==> src/rtl/usan_pkg.sv <==
// Shared types, command codes and byte-judging functions for the UTF-8 sanitiser.
package usan_pkg;

  // Substitute byte after reset ('?')
  localparam logic [7:0] SUBST_RESET = 8'h3f;

  // Summary widths and saturation limit of the error count
  localparam int COUNT_W = 17;
  localparam int INDEX_W = 16;
  localparam logic [COUNT_W-1:0] COUNT_MAX = '1;

  // Datapath commands issued by the controller
  typedef logic [2:0] op_t;
  localparam op_t OP_NONE  = 3'd0;  // nothing this cycle
  localparam op_t OP_LOAD  = 3'd1;  // append the accepted byte to the window
  localparam op_t OP_HOLD  = 3'd2;  // keep the judged byte as part of a sequence
  localparam op_t OP_PASS  = 3'd3;  // emit the front byte unchanged, shift
  localparam op_t OP_FAIL  = 3'd4;  // emit the substitute for the front byte, rescan
  localparam op_t OP_CLOSE = 3'd5;  // release the pending word, end of run

  // Verdict on the byte under the judge pointer
  typedef logic [1:0] verdict_t;
  localparam verdict_t V_BAD      = 2'd0;  // front byte must be substituted
  localparam verdict_t V_SINGLE   = 2'd1;  // plain ASCII byte
  localparam verdict_t V_HOLD     = 2'd2;  // sequence still open
  localparam verdict_t V_COMPLETE = 2'd3;  // sequence closes with this byte

  typedef struct packed {
    op_t  op;
    logic last;   // the word being worked on ends the stream
  } cmd_t;

  typedef struct packed {
    verdict_t verdict;
    logic     have_byte;   // an unjudged byte sits in the window
    logic     held_none;   // no bytes held
    logic     held_one;    // exactly one byte held
    logic     pend_valid;  // a result waits in the pending stage
    logic     out_free;    // output register can take a result this cycle
  } stat_t;

  // Sequence length from a lead byte: 0 invalid lead, 1 single byte, 2..6 sequence
  function automatic logic [2:0] lead_len(input logic [7:0] b);
    logic [2:0] len;
    if (b == 8'h00) begin
      len = 3'd0;
    end else if (b[7] == 1'b0) begin
      len = 3'd1;
    end else if (b < 8'hc0 || b >= 8'hfe) begin
      len = 3'd0;
    end else if ((b & 8'he0) == 8'hc0) begin
      len = 3'd2;
    end else if ((b & 8'hf0) == 8'he0) begin
      len = 3'd3;
    end else if ((b & 8'hf8) == 8'hf0) begin
      len = 3'd4;
    end else if ((b & 8'hfc) == 8'hf8) begin
      len = 3'd5;
    end else begin
      len = 3'd6;
    end
    return len;
  endfunction

  // Judge trailing byte b at offset k, lead c, second byte s
  function automatic logic cont_bad(input logic [2:0] k, input logic [7:0] b,
                                    input logic [7:0] c, input logic [7:0] s,
                                    input logic [2:0] seq_len);
    logic bad;
    bad = 1'b0;
    if (b[7:6] != 2'b10) begin
      bad = 1'b1;
    end else if (k == 3'd1) begin
      // overlong forms
      unique case (seq_len)
        3'd2:    bad = (c & 8'h3e) == 8'h00;
        3'd3:    bad = c == 8'he0 && (b & 8'h20) == 8'h00;
        3'd4:    bad = c == 8'hf0 && (b & 8'h30) == 8'h00;
        3'd5:    bad = c == 8'hf8 && (b & 8'h38) == 8'h00;
        3'd6:    bad = c == 8'hfc && (b & 8'h3c) == 8'h00;
        default: bad = 1'b0;
      endcase
    end else if (k == 3'd2 && seq_len == 3'd3) begin
      // listed surrogate code points and the two non-characters
      if (c == 8'hed && b == 8'h80 &&
          (s == 8'ha0 || s == 8'hae || s == 8'hb0 || s == 8'hbe)) begin
        bad = 1'b1;
      end
      if (c == 8'hed && b == 8'hbf && (s == 8'had || s == 8'haf || s == 8'hbf)) begin
        bad = 1'b1;
      end
      if (c == 8'hef && s == 8'hbf && (b == 8'hbe || b == 8'hbf)) begin
        bad = 1'b1;
      end
    end
    return bad;
  endfunction

endpackage

==> src/rtl/usan_if.sv <==
// Valid/ready channel interfaces for the sanitiser's byte input and result output.
interface usan_in_if;
  logic       valid;
  logic       ready;
  logic [7:0] in_byte;
  logic       is_last;

  modport source (output valid, output in_byte, output is_last, input ready);
  modport sink   (input valid, input in_byte, input is_last, output ready);
endinterface

interface usan_out_if;
  logic        valid;
  logic        ready;
  logic [7:0]  out_byte;
  logic        replaced;
  logic        run_end;
  logic        stream_end;
  logic        error_found;
  logic [15:0] first_error_index;
  logic [16:0] error_count;

  modport source (output valid, output out_byte, output replaced, output run_end,
                  output stream_end, output error_found, output first_error_index,
                  output error_count, input ready);
  modport sink   (input valid, input out_byte, input replaced, input run_end,
                  input stream_end, input error_found, input first_error_index,
                  input error_count, output ready);
endinterface

==> src/rtl/usan_datapath.sv <==
// Byte window, judge logic, statistics and output stages of the sanitiser.
module usan_datapath #(
  parameter int              MAX_SEQ    = 6,
  parameter longint unsigned MAX_STREAM = 65536
) (
  input  logic                         clk,
  input  logic                         rst,
  input  usan_pkg::cmd_t               cmd,
  output usan_pkg::stat_t              stat,
  input  logic [7:0]                   in_byte,
  input  logic                         cfg_we,
  input  logic [7:0]                   cfg_wdata,
  output logic                         out_valid,
  input  logic                         out_ready,
  output logic [7:0]                   out_byte,
  output logic                         out_rep,
  output logic                         out_run_end,
  output logic                         out_stream_end,
  output logic                         out_err,
  output logic [usan_pkg::INDEX_W-1:0] out_first,
  output logic [usan_pkg::COUNT_W-1:0] out_count
);

  localparam int IdxW = $clog2(MAX_SEQ);
  localparam int CntW = $clog2(MAX_SEQ + 1);
  localparam int PosW = $clog2(MAX_STREAM);
  localparam logic [PosW-1:0] PosLast = PosW'(MAX_STREAM - 1);

  // window: front entries are held, the rest wait to be judged
  logic [7:0]                   held [MAX_SEQ];
  logic [CntW-1:0]              fill;
  logic [CntW-1:0]              judged;
  logic [2:0]                   seq_len;
  logic [PosW-1:0]              head_pos;
  logic [7:0]                   subst;
  logic                         bad_seen;
  logic [usan_pkg::INDEX_W-1:0] first_bad;
  logic [usan_pkg::COUNT_W-1:0] bad_total;
  logic                         pend_valid;
  logic [7:0]                   pend_byte;
  logic                         pend_rep;

  logic [7:0]          cur;
  logic [2:0]          raw_len;
  logic                len_ok;
  logic [CntW-1:0]     judged_inc;
  logic                emit;
  logic                out_load;
  logic                stream_done;
  logic [PosW-1:0]     head_pos_inc;
  usan_pkg::verdict_t  verdict;

  // judge the byte under the pointer
  always_comb begin
    cur        = held[judged[IdxW-1:0]];
    raw_len    = usan_pkg::lead_len(cur);
    len_ok     = raw_len != 3'd0 && raw_len <= 3'(MAX_SEQ);
    judged_inc = judged + CntW'(1);
    if (judged == '0) begin
      if (!len_ok) begin
        verdict = usan_pkg::V_BAD;
      end else if (raw_len == 3'd1) begin
        verdict = usan_pkg::V_SINGLE;
      end else begin
        verdict = usan_pkg::V_HOLD;
      end
    end else if (usan_pkg::cont_bad(3'(judged), cur, held[0], held[1], seq_len)) begin
      verdict = usan_pkg::V_BAD;
    end else if (3'(judged_inc) >= seq_len) begin
      verdict = usan_pkg::V_COMPLETE;
    end else begin
      verdict = usan_pkg::V_HOLD;
    end
  end

  // stage moves
  assign emit         = cmd.op == usan_pkg::OP_PASS || cmd.op == usan_pkg::OP_FAIL;
  assign out_load     = pend_valid && (emit || cmd.op == usan_pkg::OP_CLOSE);
  assign stream_done  = cmd.op == usan_pkg::OP_CLOSE && cmd.last;
  assign head_pos_inc = (head_pos == PosLast) ? '0 : head_pos + PosW'(1);

  // status to the controller
  always_comb begin
    stat.verdict    = verdict;
    stat.have_byte  = judged < fill;
    stat.held_none  = judged == '0;
    stat.held_one   = judged == CntW'(1);
    stat.pend_valid = pend_valid;
    stat.out_free   = !out_valid || out_ready;
  end

  // control and statistics registers
  always_ff @(posedge clk) begin
    if (rst) begin
      fill       <= '0;
      judged     <= '0;
      seq_len    <= '0;
      head_pos   <= '0;
      subst      <= usan_pkg::SUBST_RESET;
      bad_seen   <= 1'b0;
      first_bad  <= '0;
      bad_total  <= '0;
      pend_valid <= 1'b0;
      out_valid  <= 1'b0;
    end else begin
      if (cfg_we) begin
        subst <= cfg_wdata;
      end
      if (out_load) begin
        out_valid <= 1'b1;
      end else if (out_ready) begin
        out_valid <= 1'b0;
      end
      if (emit) begin
        pend_valid <= 1'b1;
      end
      unique case (cmd.op)
        usan_pkg::OP_NONE: begin
        end
        usan_pkg::OP_LOAD: begin
          fill <= fill + CntW'(1);
        end
        usan_pkg::OP_HOLD: begin
          if (judged == '0) begin
            seq_len <= raw_len;
          end
          judged <= judged_inc;
        end
        usan_pkg::OP_PASS: begin
          fill     <= fill - CntW'(1);
          head_pos <= head_pos_inc;
          if (judged != '0) begin
            judged <= judged - CntW'(1);
          end
        end
        usan_pkg::OP_FAIL: begin
          fill     <= fill - CntW'(1);
          head_pos <= head_pos_inc;
          judged   <= '0;
          bad_seen <= 1'b1;
          if (!bad_seen) begin
            first_bad <= usan_pkg::INDEX_W'(head_pos);
          end
          if (bad_total != usan_pkg::COUNT_MAX) begin
            bad_total <= bad_total + usan_pkg::COUNT_W'(1);
          end
        end
        usan_pkg::OP_CLOSE: begin
          pend_valid <= 1'b0;
          if (cmd.last) begin
            fill      <= '0;
            judged    <= '0;
            seq_len   <= '0;
            head_pos  <= '0;
            bad_seen  <= 1'b0;
            first_bad <= '0;
            bad_total <= '0;
          end
        end
        default: begin
        end
      endcase
    end
  end

  // window contents, pending word and output word
  always_ff @(posedge clk) begin
    if (cmd.op == usan_pkg::OP_LOAD) begin
      held[fill[IdxW-1:0]] <= in_byte;
    end
    if (emit) begin
      for (int i = 0; i < MAX_SEQ - 1; i++) begin
        held[i] <= held[i+1];
      end
      pend_byte <= (cmd.op == usan_pkg::OP_FAIL) ? subst : held[0];
      pend_rep  <= cmd.op == usan_pkg::OP_FAIL;
    end
    if (out_load) begin
      out_byte       <= pend_byte;
      out_rep        <= pend_rep;
      out_run_end    <= cmd.op == usan_pkg::OP_CLOSE;
      out_stream_end <= stream_done;
      out_err        <= stream_done && bad_seen;
      out_first      <= stream_done ? first_bad : '0;
      out_count      <= stream_done ? bad_total : '0;
    end
  end

endmodule

==> src/rtl/usan_ctrl.sv <==
// Sequencer that walks each input word through judge, emit and close steps.
module usan_ctrl (
  input  logic            clk,
  input  logic            rst,
  input  logic            in_valid,
  input  logic            in_is_last,
  output logic            in_ready,
  input  usan_pkg::stat_t stat,
  output usan_pkg::cmd_t  cmd
);

  localparam logic [1:0] ST_IDLE  = 2'd0;
  localparam logic [1:0] ST_SCAN  = 2'd1;
  localparam logic [1:0] ST_DRAIN = 2'd2;
  localparam logic [1:0] ST_CLOSE = 2'd3;

  logic [1:0] state;
  logic [1:0] state_next;
  logic       last_flag;
  logic       can_emit;

  // a new result fits when the pending stage is empty or can move on
  assign can_emit = !stat.pend_valid || stat.out_free;
  assign in_ready = state == ST_IDLE;

  // next state and command
  always_comb begin
    state_next = state;
    cmd.op     = usan_pkg::OP_NONE;
    cmd.last   = last_flag;
    unique case (state)
      ST_IDLE: begin
        if (in_valid) begin
          cmd.op     = usan_pkg::OP_LOAD;
          state_next = ST_SCAN;
        end
      end
      ST_SCAN: begin
        if (stat.have_byte) begin
          unique case (stat.verdict)
            usan_pkg::V_BAD: begin
              if (can_emit) begin
                cmd.op = usan_pkg::OP_FAIL;
              end
            end
            usan_pkg::V_SINGLE: begin
              if (can_emit) begin
                cmd.op = usan_pkg::OP_PASS;
              end
            end
            usan_pkg::V_HOLD: begin
              cmd.op = usan_pkg::OP_HOLD;
            end
            usan_pkg::V_COMPLETE: begin
              cmd.op     = usan_pkg::OP_HOLD;
              state_next = ST_DRAIN;
            end
            default: begin
            end
          endcase
        end else if (last_flag && !stat.held_none) begin
          // sequence cut short by the end of the stream
          if (can_emit) begin
            cmd.op = usan_pkg::OP_FAIL;
          end
        end else begin
          state_next = ST_CLOSE;
        end
      end
      ST_DRAIN: begin
        if (can_emit) begin
          cmd.op = usan_pkg::OP_PASS;
          if (stat.held_one) begin
            state_next = ST_SCAN;
          end
        end
      end
      ST_CLOSE: begin
        if (can_emit) begin
          cmd.op     = usan_pkg::OP_CLOSE;
          state_next = ST_IDLE;
        end
      end
      default: begin
        state_next = ST_IDLE;
      end
    endcase
  end

  // state register
  always_ff @(posedge clk) begin
    if (rst) begin
      state     <= ST_IDLE;
      last_flag <= 1'b0;
    end else begin
      state <= state_next;
      if (in_valid && in_ready) begin
        last_flag <= in_is_last;
      end
    end
  end

endmodule

==> src/rtl/utf8_stream_sanitizer_core.sv <==
// Top level of the streaming UTF-8 sanitiser with lead-byte substitution.
//
//   channel  dir  payload                                    word
//   rx       in   in_byte, is_last                           one stream byte
//   tx       out  out_byte, replaced, run_end, stream_end,   one output byte
//                 error_found, first_error_index, error_count
//   cfg      in   cfg_wdata on cfg_we                        substitute byte
//
// One input word at a time: an accepted word is worked through in k steps, k being the
// number of one-byte judge and emit steps it sets off in the sequencer (1 for
// plain ASCII, at most MAX_SEQUENCE_BYTES + 1 when a longest sequence completes,
// or fails and is rescanned). rx is ready only while the sequencer is idle; an
// output register and a pending stage let the next word in while a result
// still waits on tx. A tx stall holds the sequencer at an emit or close step
// once the pending stage is full. rst is synchronous.
module utf8_stream_sanitizer_core #(
  parameter int              MAX_SEQUENCE_BYTES = 6,
  parameter longint unsigned MAX_STREAM_BYTES   = 65536
) (
  input  logic        clk,
  input  logic        rst,
  usan_in_if.sink     rx,
  usan_out_if.source  tx,
  input  logic        cfg_we,
  input  logic [7:0]  cfg_wdata
);

  usan_pkg::cmd_t  cmd;
  usan_pkg::stat_t stat;

  // sequencer
  usan_ctrl u_ctrl (
    .clk        (clk),
    .rst        (rst),
    .in_valid   (rx.valid),
    .in_is_last (rx.is_last),
    .in_ready   (rx.ready),
    .stat       (stat),
    .cmd        (cmd)
  );

  // byte window, judge and output stages
  usan_datapath #(
    .MAX_SEQ    (MAX_SEQUENCE_BYTES),
    .MAX_STREAM (MAX_STREAM_BYTES)
  ) u_datapath (
    .clk            (clk),
    .rst            (rst),
    .cmd            (cmd),
    .stat           (stat),
    .in_byte        (rx.in_byte),
    .cfg_we         (cfg_we),
    .cfg_wdata      (cfg_wdata),
    .out_valid      (tx.valid),
    .out_ready      (tx.ready),
    .out_byte       (tx.out_byte),
    .out_rep        (tx.replaced),
    .out_run_end    (tx.run_end),
    .out_stream_end (tx.stream_end),
    .out_err        (tx.error_found),
    .out_first      (tx.first_error_index),
    .out_count      (tx.error_count)
  );

endmodule

==> src/flat_wrapper.sv <==
// flat-port wrapper written by rule: the top's interface ports become plain ports
module utf8_stream_sanitizer_core_flat 
#(
  parameter int              MAX_SEQUENCE_BYTES = 6,
  parameter longint unsigned MAX_STREAM_BYTES   = 65536
)
  (clk, rst, cfg_we, cfg_wdata, rx_valid, rx_in_byte, rx_is_last, rx_ready, tx_valid, tx_out_byte, tx_replaced, tx_run_end, tx_stream_end, tx_error_found, tx_first_error_index, tx_error_count, tx_ready);
  usan_in_if rx_i ();
  usan_out_if tx_i ();
  input  logic clk;
  input  logic rst;
  input  logic cfg_we;
  input  logic [7:0] cfg_wdata;
  input wire logic [$bits(rx_i.valid)-1:0] rx_valid;
  input wire logic [$bits(rx_i.in_byte)-1:0] rx_in_byte;
  input wire logic [$bits(rx_i.is_last)-1:0] rx_is_last;
  output wire logic [$bits(rx_i.ready)-1:0] rx_ready;
  output wire logic [$bits(tx_i.valid)-1:0] tx_valid;
  output wire logic [$bits(tx_i.out_byte)-1:0] tx_out_byte;
  output wire logic [$bits(tx_i.replaced)-1:0] tx_replaced;
  output wire logic [$bits(tx_i.run_end)-1:0] tx_run_end;
  output wire logic [$bits(tx_i.stream_end)-1:0] tx_stream_end;
  output wire logic [$bits(tx_i.error_found)-1:0] tx_error_found;
  output wire logic [$bits(tx_i.first_error_index)-1:0] tx_first_error_index;
  output wire logic [$bits(tx_i.error_count)-1:0] tx_error_count;
  input wire logic [$bits(tx_i.ready)-1:0] tx_ready;
  assign rx_i.valid = rx_valid;
  assign rx_i.in_byte = rx_in_byte;
  assign rx_i.is_last = rx_is_last;
  assign rx_ready = rx_i.ready;
  assign tx_valid = tx_i.valid;
  assign tx_out_byte = tx_i.out_byte;
  assign tx_replaced = tx_i.replaced;
  assign tx_run_end = tx_i.run_end;
  assign tx_stream_end = tx_i.stream_end;
  assign tx_error_found = tx_i.error_found;
  assign tx_first_error_index = tx_i.first_error_index;
  assign tx_error_count = tx_i.error_count;
  assign tx_i.ready = tx_ready;
  utf8_stream_sanitizer_core #(.MAX_SEQUENCE_BYTES(MAX_SEQUENCE_BYTES), .MAX_STREAM_BYTES(MAX_STREAM_BYTES)) u_core (.clk(clk), .rst(rst), .rx(rx_i), .tx(tx_i), .cfg_we(cfg_we), .cfg_wdata(cfg_wdata));
endmodule
==> config.mk <==
export PLATFORM = sky130hd
export DESIGN_NAME = utf8_stream_sanitizer_core_flat
export DESIGN_NICKNAME = d
export VERILOG_FILES = /design/src/rtl/usan_pkg.sv /design/src/rtl/usan_if.sv /design/src/rtl/usan_datapath.sv /design/src/rtl/usan_ctrl.sv /design/src/rtl/utf8_stream_sanitizer_core.sv /design/src/flat_wrapper.sv
export SDC_FILE = /design/constraint.sdc
export NUM_CORES = 1
export LEC_CHECK = 0
export ABC_AREA = 1
export BUFFER_PORTS_ARGS = -buffer_cell sky130_fd_sc_hd__clkbuf_2
export CAP_MARGIN = 40
export CORE_MARGIN = 2
export CORE_UTILIZATION = 50
export CTS_CLUSTER_DIAMETER = 30
export CTS_CLUSTER_SIZE = 14
export DETAILED_ROUTE_END_ITERATION = 12
export PLACE_DENSITY_LB_ADDON = 0.08
export REMOVE_ABC_BUFFERS = 1
export SYNTH_ARGS = -nofsm -noshare
export SYNTH_HDL_FRONTEND = slang
export SYNTH_HIERARCHICAL = 1
export SYNTH_SLANG_ARGS = --single-unit
export TNS_END_PERCENT = 20
==> constraint.sdc <==
create_clock -name clk -period 3.8 [get_ports clk]
set_clock_uncertainty 0.05 [all_clocks]
set_input_delay 0.19 -clock clk [delete_from_list [all_inputs] [get_ports clk]]
set_output_delay 0.19 -clock clk [all_outputs]
set_load 0.02 [all_outputs]
## Word level (Yosys, flattened, before mapping)

Memories as Yosys holds them, arrays and structs flattened. A register that Yosys moved wholly into a read port is not among the register bits.
Index checks and enable logic that the tools add are counted.

| word-level totals | value |
|---|---|
| latch bits | 0 |
| input bits | 22 |
| bits in registers | 126 |
| bits in read-only memories | 0 |
| output and inout port bits | 47 |
| RAM bits | 48 |
| memories kept | 1 |
| word-level logic and storage cells | 210 |

| cells by class | value |
|---|---|
| bitwise gates (word level) | 0 |
| reductions and logical operators | 60 |
| shift-type cells | 0 |
| $add $sub $neg | 6 |
| $mul | 0 |
| eq/ne operators | 53 |
| magnitude comparators | 5 |
| divide/modulo/power cells | 0 |
| mux-type cells | 64 |

Memory list:

| name | words | bits a word | read ports | clocked after Yosys merged registers in | wr ports | RTL line | text |
|---|---|---|---|---|---|---|---|
| u_core.u_datapath.held | 6 | 8 | 7 | 1 | 5 | usan_datapath.sv:30 | `logic [7:0] held [MAX_SEQ];` |

Operators by type and width:

| cell | number |
|---|---|
| equality test 8 bit (second input constant) | 16 |
| case mux 16 bit (2 select lines) | 2 |
| zero test 8 bit | 6 |
| 2-to-1 mux 16 bit | 3 |
| 2-to-1 mux 3 bit | 15 |
| 2-to-1 mux 17 bit | 2 |
| case mux 17 bit (2 select lines) | 1 |
| 2-to-1 mux 2 bit | 14 |
| case mux 3 bit (4 select lines) | 2 |
| equality test 3 bit (second input constant) | 6 |
| case mux 3 bit (3 select lines) | 2 |
| adder 17 x 1 -> 17 bit (second input constant) | 1 |
| logical AND 1 bit | 17 |
| 2-to-1 mux 1 bit | 17 |
| != test 17 bit (second input constant) | 1 |
| adder 16 x 1 -> 16 bit (second input constant) | 1 |
| equality test 16 bit (second input constant) | 1 |
| 2-to-1 mux 8 bit | 2 |
| equality test 3 x 2 -> 1 bit (second input constant) | 5 |
| != test 2 bit (second input constant) | 6 |
| AND reduction 3 bit | 4 |
| logical OR 1 bit | 11 |
| equality test 3 x 1 -> 1 bit (second input constant) | 3 |
| nonzero test 3 bit | 3 |
| other kinds (28) | 47 |

## Depth between registers and ports, before layout

An unclocked memory read counts as a cell.

| logic depth | value |
|---|---|
| depth after elaboration | 26 |
| depth in mapped cells | 34 |
| depth with buffers taken out | 32 |

## By module

The synthesis kept the hierarchy.

Modules (own cells, without submodules):

| module | cells an instance | seq. area each (µm²) | area an instance (µm²) | times used |
|---|---|---|---|---|
| usan_datapath | 969 | 4984.8 | 8665.8 | 1 |
| usan_ctrl | 48 | 60.1 | 305.3 | 1 |

## Worst setup path after synthesis

Ideal clock, no wire load.

| path | value |
|---|---|
| kind | flip-flop to flip-flop |
| start point | register (tool-made name) |
| end point | register u_core.u_datapath.out_byte[0] (enable) |
| cell stages (with the launch flop) | 26 |
| arrival | 3523 ps |
| buffers on the path | 2 |
| period minus slack after synthesis | 3972 ps |
| path slack | -172 ps |
| required time | 3351 ps |
| setup time | 399 ps |
| cells stage by stage | dfxtp_1 buf_2 inv_2 buf_2 nand3_1 nand2_1 nand2_1 nand2_1 nand2_1 nor2_1 nand3_1 nand2_1 nand2_1 nand2_1 nand2_1 nand3_1 o21ai_1 inv_1 nand3_1 o211ai_1 nand2_1 nor2_2 inv_2 nand2_2 nand2_1 inv_1 |

RTL lines:

| what | RTL line | text |
|---|---|---|
| to (signal assigned) | usan_datapath.sv:179 | `out_byte <= pend_byte;` |
| to (decl) | usan_datapath.sv:15 | `output logic [7:0] out_byte,` |

==> impl_metrics.csv <==
group,metric,value,unit
run_status,status,"finished clean",
floorplanning,initial_core_util,51.5,%
sta,drv_slew,0,
clock_tree,cts-buffers-inserted,17,
clock_tree,clk_pin_slew,0.07,ns
worst_setup_path,cp_max_fo,8,
clock_tree,cts_max_path_buffers,2,
worst_setup_path,critPathTopFamily,"simple AND/OR/NAND/NOR gates",
global_routing,grt_max_degree,45,
yosys,synthAdderAreaFrac,2.18,%
global_routing,grtUsageTotal,21.7,%
power,power.density,724,nW/um^2
finish,layout_common_cells,"nand2_1, inv_1, edfxtp_1, nor2_1, o21ai_0",
finish,fin_nets,1177,
finish,synthToLayoutAreaGrowth,23.4,%
job,max-cap-violations,0,
global_routing,grt_pass1_wl,32.1,mm
floorplanning,rows,48,
detailed_routing,drc,0,
detailed_routing,drt_iter0_markers,488,
placement,gp_congestion,0.884,
worst_setup_path,required,4.13,ns
placement,portBuffers,68,
finish,multi_input_area,3590,um^2
finish,fin_cells,1378,
clock_tree,cts_tree,"done",
worst_setup_path,cpMaxStageDelayCell,"dfxtp_4",
yosys,synth_mux_area_share,0,%
sta,period_needed,3.70,ns
floorplanning,die_height,138,um
placement,post-place-cells,1307,
worst_setup_path,startpoint_type,"flop",
sta,fmax,0.270,GHz
power,p_leak,4.32,nW
floorplanning,die_area,19000,um^2
worst_setup_path,crit_arrival,4.03,ns
yosys,seq_area_frac_synth,56.2,%
finish,num-fill-cells,1500,
detailed_routing,route.vias.total,7201,
detailed_routing,dr.pass1.iters,5,
global_routing,antenna_found_initial,0,
sta,grt_setup_unrepaired,"yes",
finish,fin_area,11100,um^2
yosys,synth_cell_types,47,
global_routing,grt_pass1_vias,6742,
yosys,syn_area,8970,um^2
yosys,synth_compound_area_share,10.4,%
min_path,hp-start,"rx_valid",
yosys,synth_warnings,6,
detailed_routing,avgViaCountPerCell,5.23,
clock_tree,cts_sinks,193,
sta,timing.final.ws_setup,0.101,ns
sta,hold_viol,0,
yosys,synth_area_per_cell,8.82,um^2
sta,worst_pin_slew,0.740,ns
worst_setup_path,reg2reg_depth,27,
power,fin_total_pwr,0.00802,W
power,ir_worst_vdd,0.000415,V
yosys,synth-edff-count,118,
min_path,hold_depth,4,
placement,placed_area,9670,um^2
finish,n_antenna_cell,0,
floorplanning,core-area,17400,um^2
sta,slew_headroom,50.6,%
floorplanning,boundaryPins,69,
yosys,synth_top_family_by_area,"simple AND/OR/NAND/NOR gates",
finish,final_layout_size_suffix_gt1_share,23.1,%
placement,hpwl,14.1,mm
sta,fin_crit_sh,97.4,%
yosys,synth_ff_type,"edfxtp_1",
yosys,yosys.area_share.simple,22.4,%
worst_setup_path,slowest_delay,0.52,ns
worst_setup_path,endpoint_kind,"flop",
placement,place_ws,0.00627,ns
clock_tree,cts_root_buffer,"clkbuf_16",
global_routing,overflow,0,
min_path,min_to,"u_core/u_ctrl/last_flag",
yosys,syn_inst,1017,
finish,layout_commonest_cell,"nand2_1",
detailed_routing,antenna_left,0,
floorplanning,die_x,138,um
yosys,ys_ff_latch,193,
yosys,synth_xor_xnor_area_share,0.391,%
worst_setup_path,cp_num_buf_inv,4,
detailed_routing,wl,20.7,mm
finish,ff_latch_area,5050,um^2
clock_tree,clkLatencyLatePin,0.44,ns
detailed_routing,routedWlPerCell,15.0,um
sta,tns,0,ns
yosys,async_flop_share,0,%
worst_setup_path,path_class,"flop to flop",
sta,setup_violations,0,
clock_tree,htree_num_levels,4,
worst_setup_path,r2r-end,"u_core/u_datapath/bad_total[15]",
min_path,hold_path_class,"primary input to flop",
worst_setup_path,worst-r2r-setup-slack,0.10,ns
==> sequential cells by signal, indices dropped and copies added, names as in the netlist, 2 cells and up, named ones only <==
signal                       cells
u_core/u_datapath/pend_byte      8
u_core/u_datapath/fill           3
u_core/u_datapath/judged         3
u_core/u_datapath/head_pos      16
u_core/u_datapath/out_first     16
u_core/u_datapath/out_byte       8
u_core/u_datapath/seq_len        3
u_core/u_datapath/subst          8
u_core/u_datapath/bad_total     17
u_core/u_datapath/held          64
u_core/u_datapath/first_bad     16
u_core/u_datapath/out_count     17
u_core/u_ctrl/state              2
==> synthesized netlist by cell type (4+ instances only) <==
| cell type | count | area share, % |
|---|---|---|
| a21oi_1 | 45 | 2.5 |
| buf_2 | 8 | 0.45 |
| buf_4 | 4 | 0.33 |
| clkbuf_1 | 17 | 0.71 |
| dfxtp_1 | 75 | 17 |
| edfxtp_1 | 118 | 39 |
| ha_1 | 14 | 2.0 |
| inv_1 | 144 | 6.0 |
| inv_2 | 12 | 0.50 |
| nand2_1 | 215 | 9.0 |
| nand2_2 | 9 | 0.63 |
| nand3_1 | 72 | 4.0 |
| nand4_1 | 12 | 0.84 |
| nor2_1 | 92 | 3.8 |
| nor2_2 | 7 | 0.49 |
| nor2_4 | 4 | 0.50 |
| nor3_1 | 15 | 0.84 |
| nor3b_1 | 4 | 0.33 |
| nor4_1 | 9 | 0.63 |
| o211ai_1 | 6 | 0.50 |
| o21ai_0 | 75 | 4.2 |
| o21ai_1 | 12 | 0.67 |
| o32ai_1 | 12 | 1.2 |
==> tightest hold or removal path: stages <==
cell and delay [ns]:
clkbuf_2 0.11, nand2_1 0.08, nand2_1 0.06, a21oi_1 0.05
==> per-stage QoR <==
stage	hold WS [ns]	utilization, %
5_1_grt	0.0695	63.6
6_report	0.0494	63.6
3_5_place_dp	0.358	55.5
4_1_cts	0.0393	59.9
2_1_floorplan	0.202	-
3_3_place_gp	0.351	55.5
==> worst max path at each step <==
stage,start,to,slack [ns],depth (start not counted)
after floorplan,flop,u_core/u_datapath/held[0][0],-1.58,19
after CTS,flop,u_core/u_datapath/bad_total[15],0.03,28
after global placement,flop,u_core/u_datapath/bad_total[13],0.11,30
after detailed placement,flop,u_core/u_datapath/head_pos[9],0.006,30
final,flop,u_core/u_datapath/bad_total[15],0.10,27
after global routing,flop,u_core/u_datapath/bad_total[15],-0.12,29
==> routing by layer <==
metal	GRT usage (%)	routed length, um	up-vias
li1	-	-	3634
met5	0	0	-
met1	26.9	8980	3350
met2	38.3	10400	176
met4	7.65	468	0
met3	3.36	780	41
==> power breakdown <==
group / internal (W) / switching (W)
logic: 0.00109 / 0.00211
clock network: 0.000935 / 0.000807
registers: 0.00283 / 0.000248
total: 0.00485 / 0.00317
==> layout make-up <==
class | instances | share of cell area [%]
clock buffers | 20 | 4.03
repair inverters | 2 | 0.158
flip-flops and latches | 193 | 45.6
well taps | 225 | 2.54
inverters | 158 | 5.54
clock inverters | 12 | 1.11
multi-input cells | 635 | 32.4
repair buffers | 133 | 8.59
==> what timing repair did <==
| action | CTS | global route |
|---|---|---|
| hold buffers | 19 | 0 |
| gates cloned | 0 | 5 |
| setup buffers | 0 | 15 |
| endpoints found under the hold margin | 34 | 0 |
| setup endpoints to repair | 6 | 210 |
| pin swaps | 0 | 26 |
| resized for setup | 1 | 116 |
==> cell families after synthesis <==
kind of cell	Yosys count
buffers and inverters	189
XOR/XNOR	4
adder cells (fa/ha/maj)	15
flip-flops	193
AND/OR/NAND/NOR	450
AO/OA/AOI/OAI	166
No activity file was read; power rests on OpenSTA's default activity.
